## config.mk

```make
export PLATFORM = sky130hd
export DESIGN_NAME = two_group_fan_duty_controller
export DESIGN_NICKNAME = d
export VERILOG_FILES = /design/src/rtl/tgfd_pkg.sv /design/src/rtl/tgfd_div.sv /design/src/rtl/tgfd_cfg.sv /design/src/rtl/two_group_fan_duty_controller.sv
export VERILOG_INCLUDE_DIRS = /design/src /design/src/rtl
export SDC_FILE = /design/constraint.sdc
export NUM_CORES = 1
export LEC_CHECK = 0
export ABC_AREA = 0
export CAP_MARGIN = 5
export CORE_MARGIN = 8
export CORE_UTILIZATION = 55
export DETAILED_ROUTE_END_ITERATION = 10
export DONT_BUFFER_PORTS = 1
export PLACE_DENSITY = 0.7
export SETUP_SLACK_MARGIN = 0.5
export SYNTH_ARGS = -nofsm -noshare
export SYNTH_HDL_FRONTEND = slang
export SYNTH_SLANG_ARGS = --single-unit
```

## constraint.sdc

```tcl
create_clock -name clk -period 13.4 [get_ports clk]
set_input_delay 2.68 -clock clk [delete_from_list [all_inputs] [get_ports clk]]
set_output_delay 2.68 -clock clk [all_outputs]
set_load 0.03 [all_outputs]
```

## src/rtl/two_group_fan_duty_controller_defines.svh

```systemverilog
// ---------------------------------------------------------------------------
// Assertion macros for the two-group fan duty controller
// Shared property wrappers, clocked on clk and disabled while in reset.
// ---------------------------------------------------------------------------
`ifndef TWO_GROUP_FAN_DUTY_CONTROLLER_DEFINES_SVH
`define TWO_GROUP_FAN_DUTY_CONTROLLER_DEFINES_SVH

// Property must hold at every clock edge outside reset.
`define TGFD_ASSERT_IMPL(name, prop, msg) \
    name: assert property (@(posedge clk) disable iff (!rst_n) prop) \
        else $error(msg);

// Condition must never be seen at a clock edge outside reset.
`define TGFD_ASSERT_NEVER(name, cond, msg) \
    name: assert property (@(posedge clk) disable iff (!rst_n) !(cond)) \
        else $error(msg);

`endif

```

## src/rtl/tgfd_pkg.sv

```systemverilog
// ---------------------------------------------------------------------------
// tgfd_pkg
// Types, field layout and curve constants of the two-group fan controller.
// ---------------------------------------------------------------------------
`timescale 1ns / 1ps

package tgfd_pkg;

    // Field widths
    localparam int CODE_W     = 13;
    localparam int TIME_W     = 20;
    localparam int MS_W       = 32;
    localparam int DUTY_W     = 8;
    localparam int RPM_W      = 12;
    localparam int PCT_W      = 7;
    localparam int DEG_W      = 9;

    // Divider sizing: dividend is 100*high, divisor is high+low
    localparam int DIVIDEND_W  = 27;
    localparam int DIVISOR_W   = 21;
    localparam int DIV_COUNT_W = 5;

    // Stream layout
    localparam int S_TDATA_W = 104;
    localparam int S_TUSER_W = 2;
    localparam int M_TDATA_W = 48;
    localparam int M_TUSER_W = 1;

    localparam int A_CODE_LSB = 0;
    localparam int B_CODE_LSB = 13;
    localparam int HIGH_LSB   = 26;
    localparam int LOW_LSB    = 46;
    localparam int NOW_LSB    = 66;

    // Register port
    localparam int PADDR_W = 3;
    localparam int PDATA_W = 32;
    localparam logic [MS_W-1:0] SWITCH_INTERVAL_RESET = 32'd20000;

    // Fan curve
    localparam logic [DEG_W-1:0]  CURVE_LOW_C  = 9'd20;
    localparam logic [DEG_W-1:0]  CURVE_HIGH_C = 9'd40;
    localparam logic [DUTY_W-1:0] CURVE_MIN    = 8'd100;
    localparam logic [DUTY_W-1:0] CURVE_MAX    = 8'd255;
    localparam logic [PCT_W-1:0]  PCT_FULL     = 7'd100;
    localparam logic [RPM_W-1:0]  RPM_FULL     = 12'd3000;

    // Reciprocals: x/100 = (x*5243)>>19 for x <= 25500,
    // x/17 = (x*61681)>>20 for x <= 51000
    localparam logic [12:0] RECIP_100       = 13'd5243;
    localparam int          RECIP_100_SHIFT = 19;
    localparam logic [15:0] RECIP_17        = 16'd61681;
    localparam int          RECIP_17_SHIFT  = 20;

    typedef enum logic [1:0] {
        ST_IDLE,
        ST_DIV,
        ST_DUTY,
        ST_RPM
    } state_t;

    typedef enum logic {
        REG_CONT_MODE       = 1'b0,
        REG_SWITCH_INTERVAL = 1'b1
    } reg_idx_t;

    typedef struct packed {
        logic            continuous_mode;
        logic [MS_W-1:0] switch_interval_ms;
    } cfg_t;

    // pct*255/100, truncated
    function automatic logic [DUTY_W-1:0] host_duty(input logic [PCT_W-1:0] pct);
        logic [14:0] scaled;
        logic [27:0] prod;
        scaled = {pct, 8'b0} - {8'b0, pct};
        prod   = {13'b0, scaled} * {15'b0, RECIP_100};
        return prod[RECIP_100_SHIFT +: DUTY_W];
    endfunction

    // Host wins over an invalid sensor, or when 16*pct exceeds the code
    function automatic logic host_wins(input logic [PCT_W-1:0]  pct,
                                       input logic [CODE_W-1:0] code,
                                       input logic              valid);
        return !valid || ({2'b0, pct, 4'b0} > code);
    endfunction

    // Linear curve over whole degrees: 100 + (deg-20)*31/4, clamped
    function automatic logic [DUTY_W-1:0] curve_duty(input logic [CODE_W-1:0] code,
                                                     input logic              valid);
        logic [DEG_W-1:0] deg;
        logic [5:0]       d6;
        logic [9:0]       step;
        logic [DUTY_W-1:0] v;
        deg  = code[CODE_W-1:4];
        d6   = deg[5:0] - 6'd20;
        step = {d6[4:0], 5'b0} - {5'b0, d6[4:0]};
        if (!valid || deg <= CURVE_LOW_C)
            v = CURVE_MIN;
        else if (deg >= CURVE_HIGH_C)
            v = CURVE_MAX;
        else
            v = CURVE_MIN + step[9:2];
        return v;
    endfunction

    // duty*3000/255 = duty*200/17, truncated
    function automatic logic [RPM_W-1:0] rpm_of(input logic [DUTY_W-1:0] duty);
        logic [15:0] x;
        logic [31:0] prod;
        x    = {1'b0, duty, 7'b0} + {2'b0, duty, 6'b0} + {5'b0, duty, 3'b0};
        prod = {16'b0, x} * {16'b0, RECIP_17};
        return prod[RECIP_17_SHIFT +: RPM_W];
    endfunction

endpackage

```

## src/rtl/tgfd_div.sv

```systemverilog
// ---------------------------------------------------------------------------
// tgfd_div
// Bit-serial restoring divider, one quotient bit per cycle.
// ---------------------------------------------------------------------------
`timescale 1ns / 1ps

module tgfd_div
(
    input  logic                                clk,
    input  logic                                rst_n,
    input  logic                                start,
    input  logic [tgfd_pkg::DIVIDEND_W-1:0]     dividend,
    input  logic [tgfd_pkg::DIVISOR_W-1:0]      divisor,
    output logic                                done,
    output logic [tgfd_pkg::PCT_W-1:0]          quotient
);

    logic                              busy_reg, busy_next;
    logic                              done_reg, done_next;
    logic [tgfd_pkg::DIV_COUNT_W-1:0]  count_reg, count_next;
    logic [tgfd_pkg::DIVIDEND_W-1:0]   dq_reg, dq_next;
    logic [tgfd_pkg::DIVISOR_W-1:0]    rem_reg, rem_next;
    logic [tgfd_pkg::DIVISOR_W-1:0]    dvs_reg, dvs_next;

    logic [tgfd_pkg::DIVISOR_W:0]      trial;
    logic [tgfd_pkg::DIVISOR_W:0]      diff;
    logic                              fits;
    logic                              last_step;

    assign trial     = {rem_reg, dq_reg[tgfd_pkg::DIVIDEND_W-1]};
    assign diff      = trial - {1'b0, dvs_reg};
    assign fits      = trial >= {1'b0, dvs_reg};
    assign last_step = count_reg == tgfd_pkg::DIV_COUNT_W'(tgfd_pkg::DIVIDEND_W - 1);

    always_comb
    begin
        busy_next  = busy_reg;
        count_next = count_reg;
        dq_next    = dq_reg;
        rem_next   = rem_reg;
        dvs_next   = dvs_reg;
        done_next  = 1'b0;
        if (start)
        begin
            busy_next  = 1'b1;
            count_next = '0;
            dq_next    = dividend;
            rem_next   = '0;
            // hold the divisor for the whole run
            dvs_next   = divisor;
        end
        else if (busy_reg)
        begin
            // shift the next dividend bit in, subtract where it fits
            dq_next    = {dq_reg[tgfd_pkg::DIVIDEND_W-2:0], fits};
            rem_next   = fits ? diff[tgfd_pkg::DIVISOR_W-1:0]
                              : trial[tgfd_pkg::DIVISOR_W-1:0];
            count_next = count_reg + 1'b1;
            if (last_step)
            begin
                busy_next = 1'b0;
                done_next = 1'b1;
            end
        end
    end

    always_ff @(posedge clk or negedge rst_n)
    begin
        if (!rst_n)
        begin
            busy_reg  <= 1'b0;
            done_reg  <= 1'b0;
            count_reg <= '0;
        end
        else
        begin
            busy_reg  <= busy_next;
            done_reg  <= done_next;
            count_reg <= count_next;
        end
    end

    always_ff @(posedge clk)
    begin
        dq_reg  <= dq_next;
        rem_reg <= rem_next;
        dvs_reg <= dvs_next;
    end

    // quotient never exceeds 100, so the low bits carry it all
    assign done     = done_reg;
    assign quotient = dq_reg[tgfd_pkg::PCT_W-1:0];

endmodule

```

## src/rtl/tgfd_cfg.sv

```systemverilog
// ---------------------------------------------------------------------------
// tgfd_cfg
// Register port: mode and switch interval, written and read over APB.
// ---------------------------------------------------------------------------
`timescale 1ns / 1ps

module tgfd_cfg
(
    input  logic                             clk,
    input  logic                             rst_n,
    input  logic                             psel,
    input  logic                             penable,
    input  logic                             pwrite,
    input  logic [tgfd_pkg::PADDR_W-1:0]     paddr,
    input  logic [tgfd_pkg::PDATA_W-1:0]     pwdata,
    output logic [tgfd_pkg::PDATA_W-1:0]     prdata,
    output logic                             pready,
    output tgfd_pkg::cfg_t                   cfg
);

    logic                        cont_mode_reg, cont_mode_next;
    logic [tgfd_pkg::MS_W-1:0]   interval_reg, interval_next;
    logic                        wr_en;
    tgfd_pkg::reg_idx_t          idx;

    // word select only; byte offset bits are not decoded
    assign idx    = tgfd_pkg::reg_idx_t'(paddr[2]);
    assign pready = 1'b1;
    assign wr_en  = psel && penable && pwrite && pready;

    always_comb
    begin
        cont_mode_next = cont_mode_reg;
        interval_next  = interval_reg;
        if (wr_en)
        begin
            case (idx)
                tgfd_pkg::REG_CONT_MODE:       cont_mode_next = pwdata[0];
                tgfd_pkg::REG_SWITCH_INTERVAL: interval_next  = pwdata;
                default:                       cont_mode_next = cont_mode_reg;
            endcase
        end
    end

    always_comb
    begin
        case (idx)
            tgfd_pkg::REG_CONT_MODE:       prdata = {31'b0, cont_mode_reg};
            tgfd_pkg::REG_SWITCH_INTERVAL: prdata = interval_reg;
            default:                       prdata = '0;
        endcase
    end

    always_ff @(posedge clk or negedge rst_n)
    begin
        if (!rst_n)
        begin
            cont_mode_reg <= 1'b0;
            interval_reg  <= tgfd_pkg::SWITCH_INTERVAL_RESET;
        end
        else
        begin
            cont_mode_reg <= cont_mode_next;
            interval_reg  <= interval_next;
        end
    end

    assign cfg.continuous_mode    = cont_mode_reg;
    assign cfg.switch_interval_ms = interval_reg;

endmodule

```

## src/rtl/two_group_fan_duty_controller.sv

```systemverilog
// Two-group fan duty controller. Takes one poll item (two temperature codes
// with valid flags, host PWM high/low times, millisecond count) and returns
// one item with the duty and speed estimate of each fan group, the active
// group and the host duty percent. From acceptance, an item passes through the
// 27-step bit-serial divider that works out the host percent, then the percent
// register, the duty registers and the result register, where the speed
// estimate is formed as it loads. No new item is taken until the result is
// loaded and the sequencer is back in its idle state. A finished result
// waits in the output register while the next item is accepted; while it
// waits, the following item holds at its last step.
// ---------------------------------------------------------------------------
// two_group_fan_duty_controller
// Top level: poll sequencer, group switching and result register.
// ---------------------------------------------------------------------------
`timescale 1ns / 1ps
`include "two_group_fan_duty_controller_defines.svh"

module two_group_fan_duty_controller
(
    input  logic                               clk,
    input  logic                               rst_n,
    input  logic                               s_tvalid,
    output logic                               s_tready,
    // temp_a_code, temp_b_code, host_high_us, host_low_us, now_ms, zero pad
    input  logic [tgfd_pkg::S_TDATA_W-1:0]     s_tdata,
    // temp_a_valid, temp_b_valid
    input  logic [tgfd_pkg::S_TUSER_W-1:0]     s_tuser,
    output logic                               m_tvalid,
    input  logic                               m_tready,
    // duty_a, duty_b, rpm_est_a, rpm_est_b, host_duty_pct, zero pad
    output logic [tgfd_pkg::M_TDATA_W-1:0]     m_tdata,
    // group_a_active
    output logic [tgfd_pkg::M_TUSER_W-1:0]     m_tuser,
    input  logic                               psel,
    input  logic                               penable,
    input  logic                               pwrite,
    input  logic [tgfd_pkg::PADDR_W-1:0]       paddr,
    input  logic [tgfd_pkg::PDATA_W-1:0]       pwdata,
    output logic [tgfd_pkg::PDATA_W-1:0]       prdata,
    output logic                               pready
);

    tgfd_pkg::cfg_t   cfg;
    tgfd_pkg::state_t state_reg, state_next;

    logic in_fire;
    logic ready_int;
    logic load_out;
    logic div_done;
    logic [tgfd_pkg::PCT_W-1:0] div_quot;

    // unpacked input fields
    logic [tgfd_pkg::CODE_W-1:0]     in_code_a, in_code_b;
    logic [tgfd_pkg::TIME_W-1:0]     in_high, in_low;
    logic [tgfd_pkg::MS_W-1:0]       in_now;
    logic [tgfd_pkg::DIVIDEND_W-1:0] dividend;
    logic [tgfd_pkg::DIVISOR_W-1:0]  divisor;
    logic [tgfd_pkg::MS_W-1:0]       elapsed;
    logic                            do_switch;

    // item under work
    logic [tgfd_pkg::CODE_W-1:0] code_a_reg, code_b_reg;
    logic                        val_a_reg, val_b_reg;
    logic                        cycle_zero_reg;
    logic [tgfd_pkg::PCT_W-1:0]  pct_reg;
    logic [tgfd_pkg::DUTY_W-1:0] duty_a_reg, duty_a_next;
    logic [tgfd_pkg::DUTY_W-1:0] duty_b_reg, duty_b_next;

    // switch state
    logic                        group_sel_reg, group_sel_next;
    logic [tgfd_pkg::MS_W-1:0]   last_switch_reg, last_switch_next;

    // result register
    logic                        m_valid_reg, m_valid_next;
    logic [tgfd_pkg::DUTY_W-1:0] out_duty_a_reg, out_duty_b_reg;
    logic [tgfd_pkg::RPM_W-1:0]  out_rpm_a_reg, out_rpm_b_reg;
    logic [tgfd_pkg::PCT_W-1:0]  out_pct_reg;
    logic                        out_sel_reg;

    logic                        hw_a, hw_b;
    logic [tgfd_pkg::DUTY_W-1:0] hd, ca, cb;

    tgfd_cfg u_cfg
    (
        .clk     (clk),
        .rst_n   (rst_n),
        .psel    (psel),
        .penable (penable),
        .pwrite  (pwrite),
        .paddr   (paddr),
        .pwdata  (pwdata),
        .prdata  (prdata),
        .pready  (pready),
        .cfg     (cfg)
    );

    assign in_code_a = s_tdata[tgfd_pkg::A_CODE_LSB +: tgfd_pkg::CODE_W];
    assign in_code_b = s_tdata[tgfd_pkg::B_CODE_LSB +: tgfd_pkg::CODE_W];
    assign in_high   = s_tdata[tgfd_pkg::HIGH_LSB +: tgfd_pkg::TIME_W];
    assign in_low    = s_tdata[tgfd_pkg::LOW_LSB +: tgfd_pkg::TIME_W];
    assign in_now    = s_tdata[tgfd_pkg::NOW_LSB +: tgfd_pkg::MS_W];

    // 100*high as shifts and adds
    assign dividend = {1'b0, in_high, 6'b0} + {2'b0, in_high, 5'b0}
                    + {5'b0, in_high, 2'b0};
    assign divisor  = {1'b0, in_high} + {1'b0, in_low};

    assign in_fire  = s_tvalid && ready_int;
    assign s_tready = ready_int;

    tgfd_div u_div
    (
        .clk      (clk),
        .rst_n    (rst_n),
        .start    (in_fire),
        .dividend (dividend),
        .divisor  (divisor),
        .done     (div_done),
        .quotient (div_quot)
    );

    // next state
    always_comb
    begin
        state_next = state_reg;
        case (state_reg)
            tgfd_pkg::ST_IDLE: if (in_fire) state_next = tgfd_pkg::ST_DIV;
            tgfd_pkg::ST_DIV:  if (div_done) state_next = tgfd_pkg::ST_DUTY;
            tgfd_pkg::ST_DUTY: state_next = tgfd_pkg::ST_RPM;
            tgfd_pkg::ST_RPM:  if (!m_valid_reg || m_tready) state_next = tgfd_pkg::ST_IDLE;
            default:           state_next = tgfd_pkg::ST_IDLE;
        endcase
    end

    // state outputs
    always_comb
    begin
        ready_int = 1'b0;
        load_out  = 1'b0;
        case (state_reg)
            tgfd_pkg::ST_IDLE: ready_int = 1'b1;
            tgfd_pkg::ST_RPM:  load_out  = !m_valid_reg || m_tready;
            default:
            begin
                ready_int = 1'b0;
                load_out  = 1'b0;
            end
        endcase
    end

    // switch mode: alternate once the interval has gone by
    assign elapsed   = in_now - last_switch_reg;
    assign do_switch = in_fire && !cfg.continuous_mode
                       && (elapsed >= cfg.switch_interval_ms);

    always_comb
    begin
        group_sel_next   = group_sel_reg;
        last_switch_next = last_switch_reg;
        if (do_switch)
        begin
            group_sel_next   = !group_sel_reg;
            last_switch_next = in_now;
        end
    end

    // duty selection
    assign hw_a = tgfd_pkg::host_wins(pct_reg, code_a_reg, val_a_reg);
    assign hw_b = tgfd_pkg::host_wins(pct_reg, code_b_reg, val_b_reg);
    assign hd   = tgfd_pkg::host_duty(pct_reg);
    assign ca   = tgfd_pkg::curve_duty(code_a_reg, val_a_reg);
    assign cb   = tgfd_pkg::curve_duty(code_b_reg, val_b_reg);

    always_comb
    begin
        duty_a_next = duty_a_reg;
        duty_b_next = duty_b_reg;
        if (state_reg == tgfd_pkg::ST_DUTY)
        begin
            if (cfg.continuous_mode)
            begin
                // host drives both only when it beats both sensors
                duty_a_next = (hw_a && hw_b) ? hd : ca;
                duty_b_next = (hw_a && hw_b) ? hd : cb;
            end
            else if (group_sel_reg)
            begin
                duty_a_next = hw_a ? hd : ca;
                duty_b_next = '0;
            end
            else
            begin
                duty_a_next = '0;
                duty_b_next = hw_b ? hd : cb;
            end
        end
    end

    always_comb
    begin
        m_valid_next = m_valid_reg;
        if (load_out)
            m_valid_next = 1'b1;
        else if (m_tready)
            m_valid_next = 1'b0;
    end

    always_ff @(posedge clk or negedge rst_n)
    begin
        if (!rst_n)
        begin
            state_reg       <= tgfd_pkg::ST_IDLE;
            group_sel_reg   <= 1'b1;
            last_switch_reg <= '0;
            m_valid_reg     <= 1'b0;
        end
        else
        begin
            state_reg       <= state_next;
            group_sel_reg   <= group_sel_next;
            last_switch_reg <= last_switch_next;
            m_valid_reg     <= m_valid_next;
        end
    end

    always_ff @(posedge clk)
    begin
        if (in_fire)
        begin
            code_a_reg     <= in_code_a;
            code_b_reg     <= in_code_b;
            val_a_reg      <= s_tuser[0];
            val_b_reg      <= s_tuser[1];
            cycle_zero_reg <= divisor == '0;
        end
        if (div_done)
            pct_reg <= cycle_zero_reg ? '0 : div_quot;
        duty_a_reg <= duty_a_next;
        duty_b_reg <= duty_b_next;
        if (load_out)
        begin
            out_duty_a_reg <= duty_a_reg;
            out_duty_b_reg <= duty_b_reg;
            out_rpm_a_reg  <= tgfd_pkg::rpm_of(duty_a_reg);
            out_rpm_b_reg  <= tgfd_pkg::rpm_of(duty_b_reg);
            out_pct_reg    <= pct_reg;
            out_sel_reg    <= group_sel_reg;
        end
    end

    assign m_tvalid = m_valid_reg;
    assign m_tdata  = {1'b0, out_pct_reg, out_rpm_b_reg, out_rpm_a_reg,
                       out_duty_b_reg, out_duty_a_reg};
    assign m_tuser  = out_sel_reg;

    `TGFD_ASSERT_IMPL(a_pct_range, m_valid_reg |-> out_pct_reg <= tgfd_pkg::PCT_FULL,
        "host percent above 100")
    `TGFD_ASSERT_IMPL(a_rpm_range,
        m_valid_reg |-> (out_rpm_a_reg <= tgfd_pkg::RPM_FULL)
                        && (out_rpm_b_reg <= tgfd_pkg::RPM_FULL),
        "speed estimate above full scale")
    `TGFD_ASSERT_IMPL(a_sel_on_item,
        !$stable(group_sel_reg) |-> $past(in_fire) && !cfg.continuous_mode,
        "active group changed without a switch-mode item")
    `TGFD_ASSERT_IMPL(a_idle_group_off,
        m_valid_reg && !cfg.continuous_mode
            |-> (out_sel_reg ? out_duty_b_reg == '0 : out_duty_a_reg == '0),
        "inactive group driven in switch mode")
    `TGFD_ASSERT_NEVER(a_div_done_state, div_done && (state_reg != tgfd_pkg::ST_DIV),
        "divider finished outside the divide step")

endmodule

```

# Word level (Yosys, flattened, before mapping)
# Cells that the tools add are included.
[totals]
reg_bits = 245
ram_bits = 0
mem_bits_ro = 0
input_bits = 148
mem_count = 0
latch_bits = 0
[classes]
div_mod_pow = 0
n_lt_le_gt_ge = 8
muxes = 32
bitwise = 1
eq_ne = 7
multipliers = 3
n_addsub = 17
n_shift = 0
reduce_logical = 23
[ops]
columns = ["op", "count"]
rows = [
  ["8-bit two-way mux", 12],
  ["16-bit by 16-bit multiplier with 32-bit output (second input constant)", 2],
  ["32-bit one-hot mux with 2 select lines", 1],
  ["27-bit two-way mux", 2],
  ["15-bit by 14-bit adder with 16-bit output", 2],
  ["16-bit by 11-bit adder with 16-bit output", 2],
  ["32-bit >= comparator", 1],
  ["32-bit subtractor", 1],
  ["26-bit by 25-bit adder with 27-bit output", 1],
  ["27-bit by 22-bit adder with 27-bit output", 1],
  ["15-bit by 13-bit multiplier with 27-bit output (second input constant)", 1],
  ["11-bit by 13-bit > comparator with 1-bit output", 2],
  ["22-bit by 21-bit >= comparator with 1-bit output", 1],
  ["20-bit by 20-bit adder with 21-bit output", 1],
  ["21-bit logical NOT", 1],
  ["21-bit two-way mux", 1],
  ["21-bit subtractor", 1],
  ["10-bit by 5-bit subtractor with 10-bit output", 2],
  ["9-bit by 6-bit >= comparator with 1-bit output (second input constant)", 2],
  ["9-bit by 5-bit <= comparator with 1-bit output (second input constant)", 2],
  ["7-bit by 8-bit adder with 8-bit output (first input constant)", 2],
  ["15-bit by 7-bit subtractor with 15-bit output", 1],
  ["1-bit two-way mux", 10],
  ["5-bit two-way mux", 2],
  ["other kinds (17)", 37],
]

# Longest topological paths before layout
# Gate-level depths: netlist (run 1).
[logic_depth]
ltp_word = 8
depth_mapped = 30
mapped_depth_nobuf = 30

# Hierarchy
# A second synthesis (run 1) with hierarchy kept.
[unflattened]
cells_unflattened = 2700
area_unflattened_um2 = 27306.2
[by_module_without_submodules]
columns = ["module", "n_inst", "area_per_inst_um2", "cells_per_inst"]
rows = [
  ["two_group_fan_duty_controller", 1, 21469.3, 2209],
  ["tgfd_div", 1, 4221.5, 382],
  ["tgfd_cfg", 1, 1615.3, 109],
]

# Worst setup path before layout (run 1)
# No wires, ideal clock.
[synth_timing]
path_kind = "register to register"
start = "register duty_b_reg[0] in the netlist's numbering"
end = "register out_rpm_b_reg[11] in the netlist's numbering, data pin"
path_stages_with_launch = 29
setup_slack_ps = 5913
path_buffers = 0
period_less_slack_ps = 7487
t_arrival_ps = 7228
setup_time_ps = 259
cell_sequence = "edfxtp_1 -> inv_1 -> fa_1 -> inv_1 -> ha_1 -> fa_1 -> a21oi_1 -> nor2_1 -> nor2_1 -> o21bai_1 -> a21oi_1 -> xnor2_1 -> inv_1 -> xnor2_1 -> ha_1 -> a21o_1 -> ha_1 -> ha_1 -> fa_1 -> fa_1 -> ha_1 -> ha_1 -> a21o_1 -> a2111o_1 -> a21oi_1 -> o21ai_0 -> o41ai_1 -> nor2_1 -> a211o_1"
[synth_between]
elab_chain_cells = 3
[synth_rtl]
columns = ["element", "line_no", "rtl"]
rows = [
  ["start: declaration", "two_group_fan_duty_controller.sv:67", "logic [tgfd_pkg::DUTY_W-1:0] duty_b_reg, duty_b_next;"],
  ["start signal: assignment", "two_group_fan_duty_controller.sv:239", "duty_b_reg <= duty_b_next;"],
  ["15-bit by 14-bit adder with 16-bit output", "tgfd_pkg.sv:111", "x = {1'b0, duty, 7'b0} + {2'b0, duty, 6'b0} + {5'b0, duty, 3'b0};"],
  ["16-bit by 11-bit adder with 16-bit output (*)", "tgfd_pkg.sv:111", ""],
  ["16-bit by 16-bit multiplier with 32-bit output (*)", "tgfd_pkg.sv:112", "prod = {16'b0, x} * {16'b0, RECIP_17};"],
  ["end signal: assignment", "two_group_fan_duty_controller.sv:245", "out_rpm_b_reg <= tgfd_pkg::rpm_of(duty_b_reg);"],
  ["end: declaration", "two_group_fan_duty_controller.sv:76", "logic [tgfd_pkg::RPM_W-1:0] out_rpm_a_reg, out_rpm_b_reg;"],
]
# Every way passes the cells marked *; elsewhere a longest branch is shown, timed or not.
# A chain may end at the register's enable or synchronous reset.

# Worst setup path after layout (run 1)
[layout_timing]
start = "register duty_b_reg[1] in the netlist's numbering"
end = "register out_rpm_b_reg[11] in the netlist's numbering, data pin"
# The elaborated chain is that of the path after synthesis.

==> results of run 1 <==
[logic make-up (layout without fill, tap and decap cells)]
group	Yosys count	count (layout)	synth area share, %
and+or+nand+nor	486	486	9.15
xor gates and xnor gates	176	176	5.83
AOI/OAI and AO/OA	526	526	12.9
DFF	245	245	25.5
adders and majority gates	676	676	36.9
other	2	5	0.0283
muxes	80	80	3.33
buffers and inverters	451	478	6.40
[worst max path at each step]
stage | from | end | cells after the start
final | duty_b_reg[1]$_DFFE_PP_ | out_rpm_b_reg[11]$_DFFE_PP_ | 28
after global routing | duty_a_reg[2]$_DFFE_PP_ | out_rpm_a_reg[10]$_DFFE_PP_ | 27
after CTS | duty_a_reg[0]$_DFFE_PP_ | out_rpm_a_reg[10]$_DFFE_PP_ | 27
after detailed placement | s_tdata[66] | last_switch_reg[1]$_DFFE_PN0P_ | 20
after global placement | duty_a_reg[2]$_DFFE_PP_ | out_rpm_a_reg[10]$_DFFE_PP_ | 27
after floorplan | duty_b_reg[0]$_DFFE_PP_ | out_rpm_b_reg[11]$_DFFE_PP_ | 28
[layer usage]
metal	wire length, microns	track usage (%)	vias to the layer above
met5	83	0	-
met4	1900	6.78	12
met3	3270	4.37	138
met2	30000	38.0	401
met1	25200	25.9	9130
li1	-	-	9183
[per-stage QoR]
step | util, % | worst slack [ns]
3_5_place_dp | 57.1 | 5.17
5_1_grt | 59.1 | 4.61
2_1_floorplan | - | 5.91
4_1_cts | 59.1 | 5.19
3_3_place_gp | 57.1 | 5.30
6_report | 59.1 | 5.24
[placed cells by master, fill, tap and decap left out, types with 15 or more instances in the layout]
cell                          n
sky130_fd_sc_hd__ha_1       495
sky130_fd_sc_hd__inv_1      410
sky130_fd_sc_hd__fa_1       179
sky130_fd_sc_hd__edfxtp_1   148
sky130_fd_sc_hd__a21oi_1    133
sky130_fd_sc_hd__nand2_1    121
sky130_fd_sc_hd__o21ai_0    119
sky130_fd_sc_hd__nor2_1     113
sky130_fd_sc_hd__xnor2_1    105
sky130_fd_sc_hd__a21o_1      73
sky130_fd_sc_hd__xor2_1      70
sky130_fd_sc_hd__dfrtp_1     70
sky130_fd_sc_hd__mux2_2      66
sky130_fd_sc_hd__and2_1      51
sky130_fd_sc_hd__nor3_1      33
sky130_fd_sc_hd__nand3_1     31
sky130_fd_sc_hd__clkbuf_16   31
sky130_fd_sc_hd__o21a_1      28
sky130_fd_sc_hd__nor2b_1     27
sky130_fd_sc_hd__nand2b_1    27
sky130_fd_sc_hd__dfxtp_1     21
sky130_fd_sc_hd__a211oi_1    20
sky130_fd_sc_hd__nand4_1     20
sky130_fd_sc_hd__o21bai_1    19
sky130_fd_sc_hd__a31oi_1     15
[worst max-delay path, delay by kind of cell (launching register included)]
kind	cells	cell delay, ns
and+or+nand+nor	5	0.64
AOI/OAI and AO/OA	11	2.74
buffers and inverters	2	0.21
adders and majority gates	10	3.74
DFF	1	0.57
[cell type report]
type | count | area [sq um]
multi-input cells | 1946 | 18100
clock inverters | 16 | 100
flip-flops and latches | 245 | 6770
clock buffers | 40 | 860
well taps | 615 | 769
diodes | 3 | 7.51
repair buffers | 11 | 82.6
inverters | 411 | 1540
fillers | 4028 | 19500
==> run metrics, run 1 <==
outcome=finished, final reports clean; setup skew after layout=0.0292 ns; number of buffers on the longest clock path=3; flop-to-flop setup slack=5.24 ns; I/O Buffers=0; setup repair after global routing missed its margin=false; nature of the critical path startpoint=register; Post-DP HPWL=49700 microns; kind of critical path=register to register; terminating pin of the worst hold path=u_div.rem_reg[20]$_SDFFE_PP0P_; Setup Buffers After CTS=0; CTS hold repair buffers=0; pin count of the biggest net entering global routing=77; maximum net fanout on the critical path=6; CP Data Arrival Time=8.49 ns; initial DRC count=849; Slowest Stage Delay on Critical Path=0.66 ns; capturing element type of the critical path=register; total clock buffers created by CTS=30; global-route wire length before repair=98900 microns; count leader, synth=sky130_fd_sc_hd__ha_1; post-detailed-routing wire length=60500 microns; Wirelength per Cell=18.4 microns; post-synthesis cell area=26600 sq um; Worst path slowest cell=sky130_fd_sc_hd__o41ai_1; antenna-violating nets left=0; Global Route Usage Sum=21.4%; global placer's final weighted congestion=0.887; initial antenna violation count=10; Die Y=236 microns; number of enable flip-flop cells after synthesis=148; area fraction of the dominant cell type after synthesis=23.3%; async set-or-reset flop fraction in the synthesized netlist=31.0%; final setup violation count=0; highest achievable clock rate=0.123 GHz; Final Slew Violations=0; CTS H-Tree Depth=1; Yosys top cell by area=sky130_fd_sc_hd__ha_1; average footprint of a synthesized cell=10.1 sq um; count of max-cap constraint violations=0; CTS sink cnt=245; Fin Setup TNS=0 ns; nets=3467; floorplan die area=55600 sq um; via count=18900; remaining routing DRC violations=0; portion of the post-synthesis area used by sequential elements=25.5%; first-pass iteration count of the detailed router=5; max_slew headroom=21.3%; Synth cell types=84; number of top-level pins=232; number of global-route vias before repair=19500; synthesized instance count=2642; warning count from the yosys run=0; source of the worst hold timing path=u_div.rem_reg[20]$_SDFFE_PP0P_; class of the tightest hold or removal check=register to register; critical path data required time=13.73 ns; Worst Hold Depth=2; Crit Reg-Reg Endpoint=out_rpm_b_reg[11]$_DFFE_PP_; final cell area excluding filler cells=28200 sq um; number of placement rows=80; Synth Flop Type=sky130_fd_sc_hd__edfxtp_1; register bit total from synthesis=245; cell seen most often among critical-path stages=sky130_fd_sc_hd__ha_1; minimum clock period after layout=8.16 ns; actual slew at the worst max-slew pin=1.17 ns; detail-routed via count per cell=5.74; hold violation count in the final report=0; cells resized by post-CTS repair=0; nets in the synthesized netlist=3464; most used standard cells in the synthesized netlist=495 x sky130_fd_sc_hd__ha_1, 411 x sky130_fd_sc_hd__inv_1, 179 x sky130_fd_sc_hd__fa_1; proportion of layout cells with a drive suffix above 1=5.96%; GRT Residual Overflow=0; area growth from synthesis to layout=6.27%; number of cells in the finished layout apart from fillers=3287; worst r2r src=duty_b_reg[1]$_DFFE_PP_; placed cell count=3228; Synth area leaders=sky130_fd_sc_hd__ha_1 23%, sky130_fd_sc_hd__edfxtp_1 17%, sky130_fd_sc_hd__fa_1 13%; Reg2Reg Depth=28; Reg clk slew, reported paths=0.06 ns; share of the clock period used by the worst path after layout=60.9%; placeable core region=47700 sq um; TritonCTS clock tree=built; minimum hold slack=0.458 ns; starting density of the core=55.6%; Root Buffer=sky130_fd_sc_hd__clkbuf_16; latest clock arrival within the worst-skew pair=0.59 ns; die width=236 microns; DP Area=27300 sq um
Power of run 1 is left out: the tool's default activity adds up to more than one toggle a clock period on the data nets, which glitch-free logic cannot reach.
==> run 2, diff against run 1 <==
==> constraint.sdc (replaced) <==
create_clock -name clk -period 8.55 [get_ports clk]
set_input_delay 1.71 -clock clk [delete_from_list [all_inputs] [get_ports clk]]
set_output_delay 1.71 -clock clk [all_outputs]
set_load 0.03 [all_outputs]
==> run 2 against run 1 <==
Cell area rose by 0.83%; non-clock buffer count up 19; critical path depth decreased by 1; cell count rose by 0.58%; routed wire length shrank 1.7%; via count down 0.44%; global-route usage decreased by 0.44 points; clock-buffer cell count is 3 lower; clock skew hardly changed; core utilization is 0.49 points higher; die area unchanged; first-iteration DRC count up 5.3%; largest cell class unchanged; highest routed layer unchanged.
==> run metrics, run 2 (same netlist as run 1, synthesis figures left out) <==
outcome=finished, final reports clean (unchanged); nets=3486 (was 3467); Worst path slowest cell=sky130_fd_sc_hd__fa_1 (was sky130_fd_sc_hd__o41ai_1); capturing element type of the critical path=register (unchanged); via count=18800 (was 18900); maximum net fanout on the critical path=6 (unchanged); setup repair after global routing missed its margin=false (unchanged); placeable core region=47700 sq um (unchanged); flop-to-flop setup slack=0.92 ns (was 5.24 ns); Wirelength per Cell=18.0 microns (was 18.4 microns); source of the worst hold timing path=u_div.rem_reg[20]$_SDFFE_PP0P_ (unchanged); Reg clk slew, reported paths=0.06 ns (about the same); CP Data Arrival Time=7.96 ns (was 8.49 ns); I/O Buffers=0 (unchanged); count of max-cap constraint violations=0 (unchanged); first-pass iteration count of the detailed router=5 (unchanged); Die Y=236 microns (unchanged); area growth from synthesis to layout=7.16% (was 6.27%); post-detailed-routing wire length=59400 microns (was 60500 microns); CTS sink cnt=245 (unchanged); CTS H-Tree Depth=1 (unchanged); DP Area=27300 sq um (about the same); number of buffers on the longest clock path=3 (unchanged); commonest cells after routing, fill and taps aside=495 x sky130_fd_sc_hd__ha_1, 410 x sky130_fd_sc_hd__inv_1, 179 x sky130_fd_sc_hd__fa_1, 148 x sky130_fd_sc_hd__edfxtp_1, 133 x sky130_fd_sc_hd__a21oi_1 (unchanged); TritonCTS clock tree=built (unchanged); worst r2r src=duty_b_reg[1]$_DFFE_PP_ (unchanged); final setup violation count=0 (unchanged); number of placement rows=80 (unchanged); cell seen most often among critical-path stages=sky130_fd_sc_hd__ha_1 (unchanged); latest clock arrival within the worst-skew pair=0.58 ns (was 0.59 ns); proportion of layout cells with a drive suffix above 1=6.66% (was 5.96%); hold violation count in the final report=0 (unchanged); setup skew after layout=0.0288 ns (was 0.0292 ns); highest achievable clock rate=0.131 GHz (was 0.123 GHz); total clock buffers created by CTS=30 (unchanged); class of the tightest hold or removal check=register to register (unchanged); most frequent standard cell in the layout excluding fill and tap cells=sky130_fd_sc_hd__ha_1 (unchanged); kind of critical path=register to register (unchanged); pin count of the biggest net entering global routing=77 (unchanged); share of the clock period used by the worst path after layout=89.2% (was 60.9%); initial DRC count=894 (was 849); buffer and inverter count on the worst path=2 (unchanged); GRT Residual Overflow=0 (unchanged); floorplan die area=55600 sq um (unchanged); initial antenna violation count=8 (was 10); nature of the critical path startpoint=register (unchanged); remaining routing DRC violations=0 (unchanged); layout filler cell count=3935 (was 4028); Final Slew Violations=0 (unchanged); minimum clock period after layout=7.63 ns (was 8.16 ns); global-route wire length before repair=97000 microns (was 98900 microns); final cell area excluding filler cells=28500 sq um (was 28200 sq um); Slowest Stage Delay on Critical Path=0.52 ns (was 0.66 ns); starting density of the core=55.6% (unchanged); worst setup path startpoint=duty_b_reg[1]$_DFFE_PP_ (unchanged); die width=236 microns (unchanged); global placer's final weighted congestion=0.891 (was 0.887); number of global-route vias before repair=19200 (was 19500); Fin Setup TNS=0 ns (unchanged); Global Route Usage Sum=21.0% (was 21.4%); crit-path leading delay family=adder cells (unchanged); antenna-violating nets left=0 (unchanged); max_slew headroom=31.1% (was 21.3%); critical path data required time=8.88 ns (was 13.73 ns); Root Buffer=sky130_fd_sc_hd__clkbuf_16 (unchanged); Post-DP HPWL=49300 microns (was 49700 microns); detail-routed via count per cell=5.68 (was 5.74); actual slew at the worst max-slew pin=1.03 ns (was 1.17 ns); number of top-level pins=232 (unchanged)
[run 2: metal layers]
metal	track usage [%]	vias up	part of all wire, %	wire [microns]
li1	-	9238	-	-
met1	26.0	9058	43	25600
met2	37.4	370	50	29600
met3	3.77	105	4.6	2760
met4	5.56	10	2.4	1430
met5	0	-	0.12	69
[run 2: worst min-delay path, stage by stage, from the launching register on]
cell and delay [ns]:
sky130_fd_sc_hd__dfxtp_1 0.31, sky130_fd_sc_hd__nand2_1 0.05, sky130_fd_sc_hd__o31ai_1 0.05
[run 2: what timing repair did]
item                       4_1_cts  5_1_grt
setup endpoints to repair        0        7
resized for setup                0        4
hold buffers                     0        0
setup buffers                    0       12
[run 2: final timing paths]
kind	cells past startpoint	to
hold reg to reg	2	u_div.rem_reg[20]$_SDFFE_PP0P_
setup / recovery	27	out_rpm_b_reg[11]$_DFFE_PP_
setup reg to reg	27	out_rpm_b_reg[11]$_DFFE_PP_
min in group asynchronous	0	u_cfg.interval_reg[17]$_DFFE_PN0P_
max in group asynchronous	0	group_sel_reg$_DFFE_PN1P_
hold / removal	2	u_div.rem_reg[20]$_SDFFE_PP0P_
[run 2: final cells by class]
type,instances,area [sq um],area share (%)
multi-input cells,1946,18100,63.6
flip-flops and latches,245,6770,23.8
clock buffers,37,830,2.92
inverters,411,1540,5.42
repair buffers,30,225,0.791
clock inverters,18,210,0.739
well taps,615,769,2.70
diodes,4,10.0,0.0352
[run 2: per-stage QoR]
stage                     cells  worst slack [ns]  utilization (%)  hold WS, ns
after floorplan            2642              1.06                -        0.427
after global placement     3235             0.824             57.2        0.438
after detailed placement   3235             0.717             57.2        0.441
after CTS                  3290             0.706             59.4        0.457
after global routing       3305             0.492             59.6        0.506
final                      3306             0.920             59.6        0.458
Power of run 2 is left out for the same reason.
==> run 3, diff against run 2 <==
--- a/config.mk
+++ b/config.mk
@@ -8,6 +8,7 @@
 export LEC_CHECK = 0
 export ABC_AREA = 0
 export CAP_MARGIN = 5
+export CORE_ASPECT_RATIO = 0.75
 export CORE_MARGIN = 8
 export CORE_UTILIZATION = 55
 export DETAILED_ROUTE_END_ITERATION = 10
==> run 3 against run 2 <==
Routed wire length increased by 2.0%; register-to-register slack improved by 0.04 ns; clock-buffer cell count grew 2; cell count is 0.67% higher; via count is 1.2% higher; critical path type unchanged; largest cell class unchanged.
==> run metrics, run 3 (same netlist as run 1, synthesis figures left out) <==
final cell area excluding filler cells=28300 sq um (was 28500 sq um); area growth from synthesis to layout=6.75% (was 7.16%); starting density of the core=55.9% (was 55.6%); nets=3484 (was 3486); Fin Setup TNS=0 ns (unchanged); Root Buffer=sky130_fd_sc_hd__clkbuf_16 (unchanged); setup repair after global routing missed its margin=false (unchanged); Final Slew Violations=0 (unchanged); share of the clock period used by the worst path after layout=88.7% (was 89.2%); CP Data Arrival Time=7.90 ns (was 7.96 ns); initial antenna violation count=15 (was 8); count of max-cap constraint violations=0 (unchanged); highest achievable clock rate=0.132 GHz (was 0.131 GHz); GR met3 Demand/Resource=4.82% (was 3.77%); placeable core region=47500 sq um (was 47700 sq um); maximum net fanout on the critical path=6 (unchanged); most frequent standard cell in the layout excluding fill and tap cells=sky130_fd_sc_hd__ha_1 (unchanged); outcome=finished, final reports clean (unchanged); Post-DP HPWL=50200 microns (was 49300 microns); Die Y=206 microns (was 236 microns); hold violation count in the final report=0 (unchanged); CTS H-Tree Depth=1 (unchanged); pin count of the biggest net entering global routing=77 (unchanged); TritonCTS clock tree=built (unchanged); die width=270 microns (was 236 microns); actual slew at the worst max-slew pin=1.08 ns (was 1.03 ns); Worst path slowest cell=sky130_fd_sc_hd__fa_1 (unchanged); DP Area=27400 sq um (was 27300 sq um); first-pass iteration count of the detailed router=5 (unchanged); I/O Buffers=0 (unchanged); final setup violation count=0 (unchanged); Reg clk slew, reported paths=0.06 ns (about the same); max_slew headroom=28.0% (was 31.1%); kind of critical path=register to register (unchanged); global placer's final weighted congestion=0.898 (was 0.891); remaining routing DRC violations=0 (unchanged); number of placement rows=69 (was 80); routing layer with the top usage in global route=met2 (unchanged); number of top-level pins=232 (unchanged); global-route track usage on met2=35.6% (was 37.4%); global-route wire length before repair=98800 microns (was 97000 microns); minimum clock period after layout=7.58 ns (was 7.63 ns); critical path data required time=8.87 ns (was 8.88 ns); total clock buffers created by CTS=28 (was 30); layout filler cell count=4034 (was 3935); via count=19000 (was 18800); met1 routing resource usage after global routing=28.6% (was 26.0%); class of the tightest hold or removal check=register to register (unchanged); commonest cells after routing, fill and taps aside=495 x sky130_fd_sc_hd__ha_1, 410 x sky130_fd_sc_hd__inv_1, 179 x sky130_fd_sc_hd__fa_1, 148 x sky130_fd_sc_hd__edfxtp_1, 133 x sky130_fd_sc_hd__a21oi_1 (unchanged); nature of the critical path startpoint=register (unchanged); latest clock arrival within the worst-skew pair=0.60 ns (was 0.58 ns); setup skew after layout=0.0402 ns (was 0.0288 ns); Global Route Usage Sum=21.6% (was 21.0%); CTS sink cnt=245 (unchanged); initial DRC count=1053 (was 894); proportion of layout cells with a drive suffix above 1=6.22% (was 6.66%); detail-routed via count per cell=5.71 (was 5.68); capturing element type of the critical path=register (unchanged); floorplan die area=55600 sq um (about the same); cell seen most often among critical-path stages=sky130_fd_sc_hd__ha_1 (unchanged); GRT Residual Overflow=0 (unchanged); post-detailed-routing wire length=60600 microns (was 59400 microns); Slowest Stage Delay on Critical Path=0.52 ns (about the same); number of global-route vias before repair=19200 (about the same); antenna-violating nets left=0 (unchanged); number of buffers on the longest clock path=3 (unchanged); Wirelength per Cell=18.2 microns (was 18.0 microns)
## run 3: changes by cell type in the layout (fill, tap and decap cells not counted), sizes merged
| cell | change |
|---|---|
| clkbuf | +2 |
| bufinv | -2 |
| diode | +2 |
| inv | -4 |
| clkinvlp | +2 |
| clkinv | -2 |
## run 3: routing by layer
layer	wire length (microns)	vias up
li1	-	9216
met1	27300	9229
met2	27500	451
met3	4070	97
met4	1620	14
met5	81	-
## run 3: area by class of cell
class / count / area (sq um) / area share, %
multi-input combinational: 1946 / 18100 / 63.9
timing repair buffer: 30 / 225 / 0.794
tap: 639 / 800 / 2.82
inverter: 411 / 1540 / 5.44
clock buffer: 39 / 752 / 2.65
antenna: 6 / 15.0 / 0.0530
clock inverter: 12 / 134 / 0.472
sequential: 245 / 6770 / 23.9
## run 3: worst paths after layout
path	slack, ns	from	to	cells past startpoint
max reg2reg	0.97	duty_b_reg[1]$_DFFE_PP_	out_rpm_b_reg[11]$_DFFE_PP_	29
min	0.48	u_div.rem_reg[4]$_SDFFE_PP0P_	u_div.rem_reg[4]$_SDFFE_PP0P_	2
min in group asynchronous	0.80	rst_n	u_cfg.interval_reg[26]$_DFFE_PN0P_	0
max in group asynchronous	7.51	rst_n	group_sel_reg$_DFFE_PN1P_	0
max	0.97	duty_b_reg[1]$_DFFE_PP_	out_rpm_b_reg[11]$_DFFE_PP_	29
min reg2reg	0.48	u_div.rem_reg[4]$_SDFFE_PP0P_	u_div.rem_reg[4]$_SDFFE_PP0P_	2
## run 3: per-stage QoR
step                      hold WS (ns)  instances  util [%]  setup WS, ns
final                            0.484       3328      59.7         0.965
after detailed placement         0.473       3262      57.6         0.644
after floorplan                  0.427       2642         -          1.06
after CTS                        0.485       3313      59.5         0.613
after global routing             0.513       3328      59.7         0.527
after global placement           0.451       3262      57.6         0.810
## run 3: timing repair
action / in CTS / in global routing
endpoints found under the setup margin: 0 / 6
hold buffers: 0 / 0
setup buffers: 0 / 9
gates resized for setup: 0 / 6
## run 3: worst max-delay path, delay by kind of cell (launching register included)
family | cells | cell delay (ns)
AO/OA/AOI/OAI | 11 | 2.31
adder cells (fa/ha/maj) | 10 | 3.67
buffers and inverters | 3 | 0.37
AND/OR/NAND/NOR | 5 | 0.53
flip-flops | 1 | 0.46
Power of run 3 is left out for the same reason.
